[src/rtl/bts_pkg.sv]
`default_nettype none

package bts_pkg;

    localparam int MAX_TRIALS_DEFAULT = 64;
    localparam int QUEUE_DEPTH        = 2;

    localparam int TRIALS_W = 10;
    localparam int INDEX_W  = 6;
    localparam int FRAC_W   = 32;
    localparam int ROWS_W   = 7;
    localparam int SUCC_W   = 7;
    localparam int CFG_IDX_W = 2;

    localparam logic [SUCC_W-1:0] SUCC_MAX = '1;

    typedef enum logic [CFG_IDX_W-1:0] {
        REG_P_FRACTION  = 2'd0,
        REG_ROWS_LOADED = 2'd1
    } cfg_reg_t;

    typedef enum logic [1:0] {
        CMD_LOAD   = 2'd0,
        CMD_SINGLE = 2'd1,
        CMD_BAD    = 2'd2,
        CMD_SEARCH = 2'd3
    } cmd_t;

    typedef enum logic [1:0] {
        BK_IDLE,
        BK_STEP,
        BK_DONE
    } back_state_t;

endpackage

`default_nettype wire

[src/rtl/bts_queue.sv]
`default_nettype none

module bts_queue #(
    parameter int WIDTH = 8,
    parameter int DEPTH = bts_pkg::QUEUE_DEPTH
) (
    input  wire logic             aclk,
    input  wire logic             aresetn,
    input  wire logic             in_valid,
    output logic                  in_ready,
    input  wire logic [WIDTH-1:0] in_data,
    output logic                  out_valid,
    input  wire logic             out_ready,
    output logic      [WIDTH-1:0] out_data
);

    localparam int PTR_W = (DEPTH > 1) ? $clog2(DEPTH) : 1;
    localparam int CNT_W = $clog2(DEPTH + 1);

    logic [WIDTH-1:0] slot_reg [DEPTH];
    logic [PTR_W-1:0] wr_ptr_reg, wr_ptr_next;
    logic [PTR_W-1:0] rd_ptr_reg, rd_ptr_next;
    logic [CNT_W-1:0] count_reg, count_next;
    logic             push, pop;

    assign in_ready  = (count_reg != CNT_W'(DEPTH));
    assign out_valid = (count_reg != '0);
    assign out_data  = slot_reg[rd_ptr_reg];
    assign push      = in_valid && in_ready;
    assign pop       = out_valid && out_ready;

    always_comb begin
        wr_ptr_next = wr_ptr_reg;
        rd_ptr_next = rd_ptr_reg;
        count_next  = count_reg;
        if (push) begin
            wr_ptr_next = (wr_ptr_reg == PTR_W'(DEPTH - 1)) ? '0 : wr_ptr_reg + 1'b1;
        end
        if (pop) begin
            rd_ptr_next = (rd_ptr_reg == PTR_W'(DEPTH - 1)) ? '0 : rd_ptr_reg + 1'b1;
        end
        if (push && !pop) begin
            count_next = count_reg + 1'b1;
        end else if (pop && !push) begin
            count_next = count_reg - 1'b1;
        end
    end

    always_ff @(posedge aclk) begin
        if (!aresetn) begin
            wr_ptr_reg <= '0;
            rd_ptr_reg <= '0;
            count_reg  <= '0;
        end else begin
            wr_ptr_reg <= wr_ptr_next;
            rd_ptr_reg <= rd_ptr_next;
            count_reg  <= count_next;
        end
    end

    always_ff @(posedge aclk) begin
        if (push) begin
            slot_reg[wr_ptr_reg] <= in_data;
        end
    end

endmodule

`default_nettype wire

[config.mk]
export PLATFORM = sky130hd
export DESIGN_NAME = bts_queue
export DESIGN_NICKNAME = d
export VERILOG_FILES = /design/src/rtl/bts_pkg.sv /design/src/rtl/bts_queue.sv
export SDC_FILE = /design/constraint.sdc
export NUM_CORES = 1
export LEC_CHECK = 0
export BUFFER_PORTS_ARGS = -buffer_cell sky130_fd_sc_hd__buf_4
export CAP_MARGIN = 5
export CORE_ASPECT_RATIO = 1.5
export CORE_MARGIN = 5
export CORE_UTILIZATION = 25
export DETAILED_ROUTE_END_ITERATION = 8
export PLACE_DENSITY = 0.44
export SLEW_MARGIN = 20
export SYNTH_ARGS = -nofsm -noshare
export SYNTH_HDL_FRONTEND = slang
export SYNTH_SLANG_ARGS = --single-unit
[constraint.sdc]
create_clock -name aclk -period 1.6 [get_ports aclk]
set_clock_uncertainty 0.15 [all_clocks]
set_input_delay 0.08 -clock aclk [delete_from_list [all_inputs] [get_ports aclk]]
set_output_delay 0.08 -clock aclk [all_outputs]
set_load 0.02 [all_outputs]
==> reports/qor.txt <==
outcome = finished with violations
failing checks = setup timing
synthesized area per cell = 16.19 um^2
Req. time, crit path = 1.64 ns
max cap viols = 0
EDFF count, synth = 16
top cells by count, synth = edfxtp_1 (16), mux2_2 (8), dfxtp_1 (5)
final global-route overflow total = 0
mapped cell area = 809.5 um^2
power share of the sequential group = 0.445
number of flip-flops in the largest register = 16
warnings from Yosys = 0
Worst Setup SP = count_reg[0]$_SDFFE_PN0P_
Layout Cells excl Fill = 125
IO buf count = 21
num rows = 25
clk buf depth = 2
dpl cells = 111
clock slew seen by the registers of the worst setup and hold paths = 0.07 ns
most numerous cell in the Yosys netlist = edfxtp_1
total power = 1.737 mW
P&R area growth vs syn = 46.83%
Die Ht = 79.70 um
Fmax achieved = 0.6205 GHz
final hold slack = 0.2543 ns
Post-synth ARST share = 0
Core Util, Final = 0.3800
dominant synthesized flop cell = edfxtp_1
Area contributors post-synth = edfxtp_1 (59%), dfxtp_1 (12%), mux2_2 (11%)
sw frac = 0.3055
first-pass GRT wire length = 2304 um
Core Area = 0.003128 mm^2
Iteration-0 DRC Markers = 14
combinational power share = 0.363
DIE AREA = 0.004500 mm^2
Crit path arrival time = 1.65 ns
crit path to = count_reg[1]$_SDFFE_PN0P_
Seq/Total Area, Yosys = 0.7172
per-cell routed wire length = 10.92 um
starting density of the core = 0.2588
Slew @ Worst Pin = 0.3967 ns
Post-Syn Nets = 63
cell taking the most area after synthesis = edfxtp_1
static leakage = 0.4666 nW
Inserted Clock Buffers = 3
setup ws final = -0.01153 ns
final worst-path cycle share = 1.007
Synth Register Bits = 21
vias post-DR = 496
Clk Latency, worst-skew pair = 0.25 ns
top cell type's share of synthesized area = 0.5935
critical-path cell list = nand2b_4 > and2_4 > ha_4 > xor2_1 > or3_1 > a21oi_2
Cell Int Power = 1.206 mW
vias per cell = 3.968
clock root buffer = clkbuf_8
initial antenna violation count = 0
final hold violation count = 0
CTS tree = yes
largest net degree at the start of global routing = 13
Final Setup Violations = 1
WS Path Type = flip-flop to flip-flop
RSZ-0062 raised after global routing = yes
Post-Synthesis Cells = 50
slowest CP cell = dfxtp_2
layout cell share with drive strength beyond 1 = 0.5059
final critical-path required period = 1.612 ns
FF-to-FF End = count_reg[1]$_SDFFE_PN0P_
CP Capture Type = flip-flop
vias in the first global route = 511
H-tree depth = 1
diodes inserted = 0
synth unique cells = 17
antenna violation net count after detailed routing = 0
reg2reg path depth = 6
worst hold path class = input pin to flip-flop
gpl congestion = 0.6346
gr usage total = 0.06790
DRT Wirelength = 1365 um
Worst R2R Start = count_reg[0]$_SDFFE_PN0P_
top fanout value on the critical path = 5
die extent in x = 56.46 um
number of fill cells = 314
Post-Place Worst Slack = -0.01218 ns
PD cells = 1461 mW/mm^2
startpoint class of the critical path = flip-flop
max-slew violation count = 0
FF-to-FF setup slack = -0.01 ns
Layout Nets = 99
drt drc = 0
Ports = 22
Switch Pwr = 530.6 uW
normalized max-slew margin = 0.7355
# Post-CTS Setup Buffers = 0
DR pass1 iterations = 4
share of total power in the clock network = 0.192
post-DP HPWL = 1021 um
VDD IR max = 0.6999 mV
crit-path max cell delay = 0.35 ns
CTS sink cnt = 21
worst min-delay path by stage:
stage | slack, ns | endpoint | cells past startpoint | start
finish | 0.25 | flip-flop | 5 | out_ready
global route | 0.29 | flip-flop | 5 | out_ready
global placement | 0.12 | slot_reg[0][1]$_DFFE_PP_ | 1 | in_data[1]
detailed placement | 0.12 | slot_reg[0][1]$_DFFE_PP_ | 1 | in_data[1]
CTS | 0.25 | flip-flop | 5 | out_ready
floorplan | 0.03 | slot_reg[0][0]$_DFFE_PP_ | 0 | in_data[0]
logic make-up after synthesis:
| kind of cell | after synthesis | synth area share |
|---|---|---|
| adder cells (fa/ha/maj) | 1 | 0.01545 |
| AO/OA/AOI/OAI | 5 | 0.03710 |
| XOR/XNOR | 3 | 0.03246 |
| multiplexers | 8 | 0.1113 |
| buffers and inverters | 3 | 0.01545 |
| AND/OR/NAND/NOR | 9 | 0.07112 |
| flip-flops | 21 | 0.7172 |
worst max-delay path, delay by kind of cell (launching register included):
kind / cells / cell delay [ns]
AND/OR/NAND/NOR: 3 / 0.65
XOR/XNOR: 1 / 0.14
adder cells (fa/ha/maj): 1 / 0.15
AO/OA/AOI/OAI: 1 / 0.12
flip-flops: 1 / 0.35
cells in the final DEF, fill, tap and decap left out, types with 2 or more instances in the layout:
master         instances
buf_4                 22
clkbuf_8               3
dfxtp_1                2
dfxtp_2                3
dlygate4sd3_1         10
edfxtp_1              16
inv_1                  2
mux2_2                 8
nor2_1                 3
xor2_1                 3
metal layers:
layer	track usage	share of wire	vias up
li1	-	-	250
met1	0.07236	0.42	229
met2	0.1169	0.50	15
met3	0.01780	0.061	2
met4	0.04276	0.012	0
met5	0	0	-
power groups by stage:
stage | registers, mW | clock network, mW | logic, mW
2_1_floorplan | 0.744 | 0 | 0.426
3_3_place_gp | 0.783 | 0 | 0.602
3_5_place_dp | 0.785 | 0 | 0.614
4_1_cts | 0.778 | 0.353 | 0.636
5_1_grt | 0.790 | 0.373 | 0.685
6_report | 0.773 | 0.333 | 0.631
repair_timing:
item,in CTS,in global routing
setup endpoints to repair,9,1
resized for setup,2,1
hold buffers,10,0
pin swaps,1,0
endpoints found under the hold margin,21,0
area by class of cell:
cell class | count | area (um^2) | area share
Sequential cell | 21 | 584.3 | 0.4916
Timing Repair Buffer | 32 | 265.3 | 0.2232
Multi-Input combinational cell | 26 | 235.2 | 0.1979
Tap cell | 40 | 50.05 | 0.04211
Clock buffer | 3 | 41.29 | 0.03474
Inverter | 2 | 7.507 | 0.006316
Clock inverter | 1 | 5.005 | 0.004211
stage by stage:
step                      instance area (um^2)   TNS [ns]
after floorplan                          825.8          0
after CTS                                 1185  -0.005040
final                                     1189   -0.01153
after global placement                    1036          0
after detailed placement                  1036   -0.01218
after global routing                      1189   -0.04887
Power figures use the tool's default switching activity.
