## config.mk

```make
export PLATFORM = sky130hd
export DESIGN_NAME = bts_front
export DESIGN_NICKNAME = d
export VERILOG_FILES = /design/src/rtl/bts_pkg.sv /design/src/rtl/bts_front.sv
export SDC_FILE = /design/constraint.sdc
export NUM_CORES = 1
export LEC_CHECK = 0
export CAP_MARGIN = 40
export CORE_MARGIN = 2
export CORE_UTILIZATION = 42
export DETAILED_ROUTE_END_ITERATION = 10
export DONT_BUFFER_PORTS = 1
export SYNTH_ARGS = -nofsm -noshare
export SYNTH_HDL_FRONTEND = slang
export SYNTH_SLANG_ARGS = --single-unit
```

## constraint.sdc

```tcl
create_clock -name vclk -period 7.4
set_input_delay 1.11 -clock vclk [all_inputs]
set_output_delay 1.11 -clock vclk [all_outputs]
set_load 0.1 [all_outputs]
```

## src/rtl/bts_pkg.sv

```systemverilog
`default_nettype none

package bts_pkg;

    localparam int MAX_TRIALS_DEFAULT = 64;
    localparam int QUEUE_DEPTH        = 2;

    localparam int TRIALS_W = 10;
    localparam int INDEX_W  = 6;
    localparam int FRAC_W   = 32;
    localparam int ROWS_W   = 7;
    localparam int SUCC_W   = 7;
    localparam int CFG_IDX_W = 2;

    localparam logic [SUCC_W-1:0] SUCC_MAX = '1;

    typedef enum logic [CFG_IDX_W-1:0] {
        REG_P_FRACTION  = 2'd0,
        REG_ROWS_LOADED = 2'd1
    } cfg_reg_t;

    typedef enum logic [1:0] {
        CMD_LOAD   = 2'd0,
        CMD_SINGLE = 2'd1,
        CMD_BAD    = 2'd2,
        CMD_SEARCH = 2'd3
    } cmd_t;

    typedef enum logic [1:0] {
        BK_IDLE,
        BK_STEP,
        BK_DONE
    } back_state_t;

endpackage

`default_nettype wire

```

## src/rtl/bts_front.sv

```systemverilog
`default_nettype none

module bts_front #(
    parameter int MAX_TRIALS = bts_pkg::MAX_TRIALS_DEFAULT,
    localparam int DEPTH = MAX_TRIALS * (MAX_TRIALS + 1) / 2,
    localparam int AW    = $clog2(DEPTH),
    localparam int NW    = $clog2(MAX_TRIALS + 1),
    localparam int EW    = bts_pkg::FRAC_W + AW + NW + 2
) (
    input  wire logic                        is_sample,
    input  wire logic [bts_pkg::TRIALS_W-1:0] trials,
    input  wire logic [bts_pkg::INDEX_W-1:0]  entry_index,
    input  wire logic [bts_pkg::FRAC_W-1:0]   cdf_value,
    input  wire logic [bts_pkg::FRAC_W-1:0]   uniform,
    input  wire logic [bts_pkg::ROWS_W-1:0]   rows_loaded,
    output logic                             push,
    output logic      [EW-1:0]               entry
);

    localparam int PW = 2 * NW;

    logic [NW-1:0]              n_short;
    logic [PW-1:0]              prod;
    logic [AW-1:0]              base;
    logic                       n_in_store;
    logic                       load_ok;
    bts_pkg::cmd_t              kind;
    logic [AW-1:0]              addr;
    logic [bts_pkg::FRAC_W-1:0] value;

    // row n starts at word (n-1)*n/2
    assign n_short    = NW'(trials);
    assign prod       = PW'(n_short - 1'b1) * PW'(n_short);
    assign base       = AW'(prod >> 1);
    assign n_in_store = (trials != '0) &&
                        (trials <= bts_pkg::TRIALS_W'(MAX_TRIALS));
    assign load_ok    = n_in_store && (bts_pkg::TRIALS_W'(entry_index) < trials);

    always_comb begin
        kind  = bts_pkg::CMD_LOAD;
        addr  = base + AW'(entry_index);
        value = cdf_value;
        push  = load_ok;
        if (is_sample) begin
            push  = 1'b1;
            addr  = base;
            value = uniform;
            if (trials == bts_pkg::TRIALS_W'(1)) begin
                kind = bts_pkg::CMD_SINGLE;
            end else if (!n_in_store ||
                         (trials > bts_pkg::TRIALS_W'(rows_loaded))) begin
                kind = bts_pkg::CMD_BAD;
            end else begin
                kind = bts_pkg::CMD_SEARCH;
            end
        end
    end

    assign entry = {value, addr, n_short, kind};

endmodule

`default_nettype wire

```

==> impl_results.md, run 1 <==
* MaxCap Viol Count at 0
* Nets@finish at 576
* YS warnings at 0
* Syn Area/Cell at 8.58 sq um
* Worst hold endpoint: entry[6]
* Kind of end point of the critical path: primary output
* Die footprint at 8100 sq um
* CP Data Required Time at 6.29 ns
* HP Class: input port to primary output
* Routed wire length at 6700 microns
* CP bufs+invs at 6
* Clock buf count at 0
* Clock period minus worst slack at 7.13 ns
* CP top delay family: adder cells
* GRT Total Usage at 16.7%
* Sequential area share after synthesis at 0%
* DIE HEIGHT at 90.0 microns
* Syn-to-layout area delta at 19.7%
* Vias at 2442
* WL/cell at 13.6 microns
* CP Max Fanout at 5
* Post-synth cell types at 40
* First-pass GRT wire length at 11600 microns
* Outcome: complete, no violations
* Max Slew Vio Count at 0
* Cts hold-fix bufs at 0
* Sequential cells at 0
* PortBufs at 0
* RePlAce Congestion at 0.831
* HP Start: trials[4]
* Startpoint Class: input port
* Max_slew headroom at 63.7%
* Core Region at 7210 sq um
* Synth Instances at 362
* Initial antenna violation count at 0
* Global route total overflow at 0
* Routed Antenna Nets at 0
* Fillers at 710
* Vias in the first global route at 2547
* Crit path DAT at 6.02 ns
* Slowest cell on crit path: fa_1
* WS Path Type: input port to primary output
* 1st-iter DRT viols at 38
* Most common cell after layout, fill and taps aside: inv_1
* Util after Layout at 51.5%
* Vias per inst at 4.95
* DPL Wire Length at 5970 microns
* Final period util at 96.4%
* Setup_tns at 0 ns
* Setup ws final at 0.269 ns
* Hold Path Stages at 0
* Leading cell types in the layout, fill and taps excluded: 75 x inv_1, 49 x ha_1, 38 x fa_1
* WHS at 2.22 ns
* TritonRoute pass-1 iters at 4
* Area of the multi-input gates at 2970 sq um
* Worst slew pin tran at 0.546 ns
* Crit-path max cell delay at 0.56 ns
* Achievable Freq at 0.140 GHz
* Worst-path cell chain: inv_1, ha_2, inv_1, ha_1, nand2b_1, fa_1, inv_1, ha_1, inv_1, fa_1, fa_1, inv_1, ha_4, xnor2_1, ha_1, o21a_1, nor2_1, nor4_4, nand4_1, xnor3_4, buf_12
* Pin count of the biggest net entering global routing at 49
* Storage element area at 0 sq um
* Ports at 142
* Die X at 90.0 microns
* Initial core utilization at 43.0%
* Cell area after synthesis at 3110 sq um
* # DRC at 0
* Most used cell, CP: inv_1
* Setup violators final at 0
* Antenna Cells at 0
* Fin. Hold Viols at 0
* Layout cells sized above 1 at 24.1%
* DP Worst Slack at 0.0710 ns
* # rows at 31
-- worst max-delay path by stage --
stage,start,endpoint,slack (ns),cells after the start
floorplan,trials[1],entry[17],-0.37,19
global placement,trials[1],entry[19],0.16,22
detailed placement,trials[1],entry[19],0.07,22
CTS,trials[1],entry[19],0.04,22
global route,trials[1],entry[20],-0.008,21
finish,trials[1],entry[20],0.27,21
-- layer usage --
layer | GRT usage (%) | wire length, microns | share of wire, % | up-vias
li1 | - | - | - | 1206
met1 | 22.2 | 2910 | 43 | 1148
met2 | 31.6 | 3490 | 52 | 88
met3 | 0.587 | 293 | 4.4 | 0
met4 | 0.769 | 0 | 0 | 0
met5 | 0 | 0 | 0 | -
-- through the flow --
step,area [sq um],instances
after CTS,3590,489
after floorplan,3230,375
final,3720,493
after detailed placement,3590,489
after global routing,3720,493
after global placement,3530,485
-- Yosys cell counts (2+ instances only) --
| cell type | number | area [sq um] |
|---|---|---|
| a21o_1 | 7 | 52.6 |
| a21oi_1 | 10 | 50.1 |
| a31oi_1 | 2 | 12.5 |
| and2_1 | 2 | 12.5 |
| buf_4 | 7 | 52.6 |
| clkbuf_1 | 5 | 18.8 |
| conb_1 | 2 | 7.51 |
| fa_1 | 38 | 761 |
| ha_1 | 54 | 676 |
| inv_1 | 76 | 285 |
| mux2_2 | 34 | 383 |
| nand2_1 | 13 | 48.8 |
| nand2b_1 | 6 | 37.5 |
| nand3_1 | 4 | 20.0 |
| nand4_1 | 2 | 12.5 |
| nor2_1 | 33 | 124 |
| nor2b_1 | 11 | 68.8 |
| nor3_1 | 2 | 10.0 |
| nor4_1 | 4 | 25.0 |
| o21a_1 | 3 | 22.5 |
| o21ai_0 | 6 | 30.0 |
| xnor2_1 | 18 | 158 |
| xor2_1 | 6 | 52.6 |
-- repair_timing --
item	4_1_cts	5_1_grt
setup buffers	0	4
resized for setup	0	14
endpoints found under the setup margin	0	4
-- cells by family (layout without fill, tap and decap cells) --
family,Yosys count,count (layout),share of synthesized area (%)
xor+xnor,26,26,8.02
fa+ha+maj,92,92,46.3
mux,34,34,12.3
buf+inv,89,108,11.6
other cells,2,15,0.242
simple gates,84,84,13.7
compound gates,35,35,7.82
-- final cells by class --
type | instances | area share [%]
Multi-Input combinational cell | 286 | 80.0
Timing Repair Buffer | 31 | 8.75
Tap cell | 99 | 3.33
Inverter | 77 | 7.88
Power of run 1 is left out: the tool's default activity adds up to more than one toggle a clock period on the data nets, which glitch-free logic cannot reach.
==> run 2, diff against run 1 <==
--- a/config.mk
+++ b/config.mk
@@ -6,10 +6,14 @@
 export NUM_CORES = 1
 export LEC_CHECK = 0
 export CAP_MARGIN = 40
+export CELL_PAD_IN_SITES_DETAIL_PLACEMENT = 1
+export CELL_PAD_IN_SITES_GLOBAL_PLACEMENT = 1
 export CORE_MARGIN = 2
 export CORE_UTILIZATION = 42
 export DETAILED_ROUTE_END_ITERATION = 10
 export DONT_BUFFER_PORTS = 1
+export PLACE_DENSITY_LB_ADDON = 0.1
+export RECOVER_POWER = 100
 export SYNTH_ARGS = -nofsm -noshare
 export SYNTH_HDL_FRONTEND = slang
 export SYNTH_SLANG_ARGS = --single-unit
==> constraint.sdc (replaced) <==
create_clock -name vclk -period 6.2
set_input_delay 0.93 -clock vclk [all_inputs]
set_output_delay 0.93 -clock vclk [all_outputs]
set_load 0.1 [all_outputs]
==> run 2 against run 1 <==
- the run now ends with setup timing left
- flip-flop and latch count did not move
- sequential share of layout area did not move
- global-route usage is 3.4 points higher
- routed wire length rose by 24%
- first-iteration DRC count grew 47%
- highest routed layer is now met4
==> impl_results.md, run 2 (synthesized netlist as in run 1, its figures left out) <==
* WS Path Type: input port to primary output
* Clock buf count at 0 (unchanged)
* Vias at 2636 (+7.9%)
* Worst hold endpoint: entry[4]
* Sequential cells at 0 (unchanged)
* Core Region at 7210 sq um (unchanged)
* TritonRoute pass-1 iters at 4 (unchanged)
* WL/cell at 15.7 microns (+16%)
* Storage element area at 0 sq um (unchanged)
* Outcome: finished, violations left
* Most used cell, CP: fa_1
* Die X at 90.0 microns (unchanged)
* MaxCap Viol Count at 0 (unchanged)
* Slowest cell on crit path: fa_1
* Routed Antenna Nets at 0 (unchanged)
* Die footprint at 8100 sq um (unchanged)
* RePlAce Congestion at 0.815 (-1.9%)
* Kind of end point of the critical path: primary output
* Clock period minus worst slack at 6.67 ns
* CP Max Fanout at 5 (unchanged)
* Nets@finish at 612 (+6.3%)
* DPL Wire Length at 6980 microns (+17%)
* Setup ws final at -0.465 ns (-0.734 ns)
* Layout cells sized above 1 at 27.4% (+3.3 points)
* HP Start: trials[2]
* Global route total overflow at 0 (unchanged)
* GRT Total Usage at 20.1% (+3.4 points)
* Setup violators final at 5 (+5)
* Crit path DAT at 5.74 ns (-0.28 ns)
* PortBufs at 0 (unchanged)
* Routed wire length at 8310 microns (+24%)
* Achievable Freq at 0.150 GHz
* Antenna Cells at 0 (unchanged)
* # DRC at 0 (unchanged)
* Max Slew Vio Count at 0 (unchanged)
* Vias in the first global route at 2857 (+12%)
* Most common cell after layout, fill and taps aside: inv_1
* Worst slew pin tran at 1.19 ns (+0.642 ns)
* DP Worst Slack at -0.502 ns (-0.573 ns)
* RSZ-0062 raised after global routing: true
* Leading cell types in the layout, fill and taps excluded: 72 x inv_1, 50 x buf_4, 45 x ha_1
* Startpoint Class: input port
* CP Data Required Time at 5.27 ns (-1.02 ns)
* Syn-to-layout area delta at 34.4%
* DIE HEIGHT at 90.0 microns (unchanged)
* HP Class: input port to primary output
* Fin. Hold Viols at 0 (unchanged)
* Vias per inst at 4.98 (+0.60%)
* Worst-path cell chain: clkinvlp_4, nand3_2, or3_4, ha_4, nor2_2, fa_1, inv_1, fa_1, inv_1, fa_1, inv_1, fa_1, inv_2, ha_4, and4_4, a311oi_4, buf_4, xor2_4, nor2_4, nand4_1, xnor3_4, buf_12
* Pin count of the biggest net entering global routing at 49 (unchanged)
* 1st-iter DRT viols at 56 (+47%)
* Final period util at 108%
* Hold Path Stages at 0 (unchanged)
* First-pass GRT wire length at 13800 microns (+19%)
* # rows at 31 (unchanged)
* Violated checks: setup timing
* Initial core utilization at 43.0% (unchanged)
* Crit-path max cell delay at 0.49 ns (-0.07 ns)
* Ports at 142 (unchanged)
* Max_slew headroom at 21.1% (-43 points)
* Initial antenna violation count at 0 (unchanged)
[run 2: worst max-delay path by stage]
stage | start | slack (ns) | to | cells after the start
after detailed placement | trials[1] | -0.50 | entry[20] | 21
after CTS | trials[1] | -0.44 | entry[20] | 22
after floorplan | trials[1] | -0.78 | entry[19] | 20
after global routing | trials[1] | -0.62 | entry[20] | 19
final | trials[1] | -0.47 | entry[20] | 22
after global placement | trials[3] | -0.46 | entry[20] | 19
[run 2: layout make-up]
class                      count  area, sq um
multi-input combinational    286         3160
fill                         844         3040
timing repair buffer          67          592
inverter                      77          298
tap                           99          124
[run 2: repair_timing]
| action | in CTS | in global routing |
|---|---|---|
| pin swaps | 5 | 20 |
| gates resized for setup | 6 | 28 |
| setup endpoints to repair | 6 | 7 |
| setup buffers | 2 | 10 |
| hold buffers | 0 | 0 |
[run 2: critical path, delay by kind of cell]
kind            cells  cell delay [ns]
buf+inv             7             0.68
simple gates        6             0.83
xor+xnor            2             0.57
compound gates      1             0.32
fa+ha+maj           6             2.40
[run 2: metal layers]
metal / GRT usage [%] / wire length [microns] / vias up
met3: 1.26 / 185 / 10
met5: 0 / 0 / -
met4: 2.31 / 99 / 0
met1: 26.1 / 3610 / 1309
li1: - / - / 1276
met2: 37.8 / 4410 / 41
[run 2: per-stage QoR]
stage	hold WS, ns	utilization, %	instances	TNS (ns)	instance area [sq um]
detailed placement	1.86	54.7	517	-2.18	3950
global route	1.86	57.9	529	-2.86	4180
global placement	1.86	53.9	514	-1.87	3890
floorplan	2.07	-	375	-3.27	3340
CTS	1.86	55.4	519	-1.69	4000
finish	1.86	57.9	529	-1.92	4180
Power of run 2 is left out for the same reason.
==> run 3, diff against run 2 <==
--- a/config.mk
+++ b/config.mk
@@ -5,7 +5,6 @@
 export SDC_FILE = /design/constraint.sdc
 export NUM_CORES = 1
 export LEC_CHECK = 0
-export CAP_MARGIN = 40
 export CELL_PAD_IN_SITES_DETAIL_PLACEMENT = 1
 export CELL_PAD_IN_SITES_GLOBAL_PLACEMENT = 1
 export CORE_MARGIN = 2
==> constraint.sdc (replaced) <==
create_clock -name vclk -period 8.1
set_input_delay 1.215 -clock vclk [all_inputs]
set_output_delay 1.215 -clock vclk [all_outputs]
set_load 0.1 [all_outputs]
==> run 3 against run 2 <==
- cell count fell by 10%
- clock-buffer cell count did not move
- the flow finishes with violations (capacitance limit, slew limit)
- routed wire length fell by 14%
- setup slack improved by 0.79 ns
- hold slack improved by 0.57 ns
- via count fell by 8.1%
- die area did not move
==> impl_results.md, run 3 (synthesized netlist as in run 1, its figures left out) <==
* Kind of end point of the critical path: primary output
* Hold Path Stages at 0 (unchanged)
* Clock buf count at 0 (unchanged)
* Syn-to-layout area delta at 8.58%
* Pin count of the biggest net entering global routing at 49 (unchanged)
* Area of the multi-input gates at 2850 sq um (-9.9%)
* 1st-iter DRT viols at 47 (-16%)
* CP Data Required Time at 6.88 ns (+1.61 ns)
* Max_slew headroom at -22.0% (-43 points)
* DPL Wire Length at 6470 microns (-7.4%)
* CP Max Fanout at 9 (+4)
* # DRC at 0 (unchanged)
* HP Start: trials[0]
* Ports at 142 (unchanged)
* Non-filler cells, final at 476 (-10%)
* Cts hold-fix bufs at 0 (unchanged)
* DIE HEIGHT at 90.0 microns (unchanged)
* Routed wire length at 7150 microns (-14%)
* Nets@finish at 559 (-8.7%)
* Antenna Cells at 0 (unchanged)
* Initial antenna violation count at 0 (unchanged)
* Vias in the first global route at 2654 (-7.1%)
* Worst slew pin tran at 1.82 ns (+0.629 ns)
* WS Path Type: input port to primary output
* Global route total overflow at 0 (unchanged)
* Storage element area at 0 sq um (unchanged)
* RSZ-0062 raised after global routing: false
* Achievable Freq at 0.129 GHz
* Crit path DAT at 6.56 ns (+0.82 ns)
* WL/cell at 15.0 microns (-4.3%)
* Worst hold endpoint: entry[2]
* HP Class: input port to primary output
* Leading cell types in the layout, fill and taps excluded: 76 x inv_1, 53 x ha_1, 38 x fa_1
* MaxCap Viol Count at 1 (+1)
* Core Region at 7210 sq um (unchanged)
* Fillers at 906 (+7.3%)
* Layout cells sized above 1 at 7.16% (-20 points)
* RePlAce Congestion at 0.866 (+6.2%)
* # rows at 31 (unchanged)
* Final period util at 96.0%
* Vias per inst at 5.09 (+2.2%)
* Vias at 2423 (-8.1%)
* Clock period minus worst slack at 7.78 ns
* Initial core utilization at 43.0% (unchanged)
* Die footprint at 8100 sq um (unchanged)
* PortBufs at 0 (unchanged)
* Outcome: finished, violations left
* Routed Antenna Nets at 0 (unchanged)
* Fin. Hold Viols at 0 (unchanged)
* Die X at 90.0 microns (unchanged)
* TritonRoute pass-1 iters at 4 (unchanged)
* Placed Cells incl. Taps at 476 (-7.9%)
* First-pass GRT wire length at 12500 microns (-9.4%)
* GRT Total Usage at 18.2% (-1.8 points)
* Max Slew Vio Count at 1 (+1)
* Setup violators final at 0 (-5)
* Most common cell after layout, fill and taps aside: inv_1
* Violated checks: capacitance limit, slew limit
* Sequential cells at 0 (unchanged)
* Startpoint Class: input port
[run 3: repair_timing]
action                                  4_1_cts  5_1_grt
buffers inserted                              0        0
resized for setup                             0        2
endpoints found under the setup margin        0        1
[run 3: cell type report]
type	instances	area share (%)
timing repair buffer	14	3.30
tap	99	3.67
multi-input combinational	286	84.5
inverter	77	8.57
[run 3: per-stage QoR]
step / worst slack (ns) / hold slack (ns) / setup TNS [ns] / utilization, % / area (sq um)
floorplan: -0.118 / 2.64 / -0.118 / - / 3180
global placement: 0.454 / 2.43 / 0 / 47.2 / 3400
detailed placement: 0.275 / 2.43 / 0 / 47.2 / 3400
CTS: 0.261 / 2.43 / 0 / 47.2 / 3400
global route: 0.00622 / 2.43 / 0 / 46.7 / 3370
finish: 0.321 / 2.43 / 0 / 46.7 / 3370
[run 3: layer usage]
| layer | vias up | GRT usage (%) | share of wire (%) |
|---|---|---|---|
| li1 | 1170 | - | - |
| met1 | 1195 | 23.8 | 43 |
| met2 | 58 | 35.9 | 54 |
| met3 | 0 | 0.251 | 2.7 |
| met4 | 0 | 0 | 0 |
| met5 | - | 0 | 0 |
[run 3: how the worst max path moves through the flow]
stage	slack, ns	depth (start not counted)	startpoint	endpoint
5_1_grt	0.006	21	trials[2]	entry[20]
4_1_cts	0.26	21	trials[2]	entry[20]
6_report	0.32	21	trials[2]	entry[19]
3_3_place_gp	0.45	21	trials[2]	entry[20]
2_1_floorplan	-0.12	20	trials[0]	entry[19]
3_5_place_dp	0.27	21	trials[2]	entry[20]
[run 3: worst max-delay path, stage by stage]
cell and delay [ns]:
clkinv_1 0.15, nand3_1 0.14, or3_1 0.34, ha_2 0.39, nor2_1 0.07, fa_1 0.48, inv_1 0.05, fa_1 0.48
inv_1 0.06, fa_1 0.53, inv_1 0.05, fa_1 0.53, inv_1 0.04, ha_1 0.38, and4_4 0.22, a311oi_4 0.36
xor2_2 0.18, nor4_1 0.31, nand3_1 0.18, xnor2_2 0.20, buf_12 0.20
Power of run 3 is left out for the same reason.
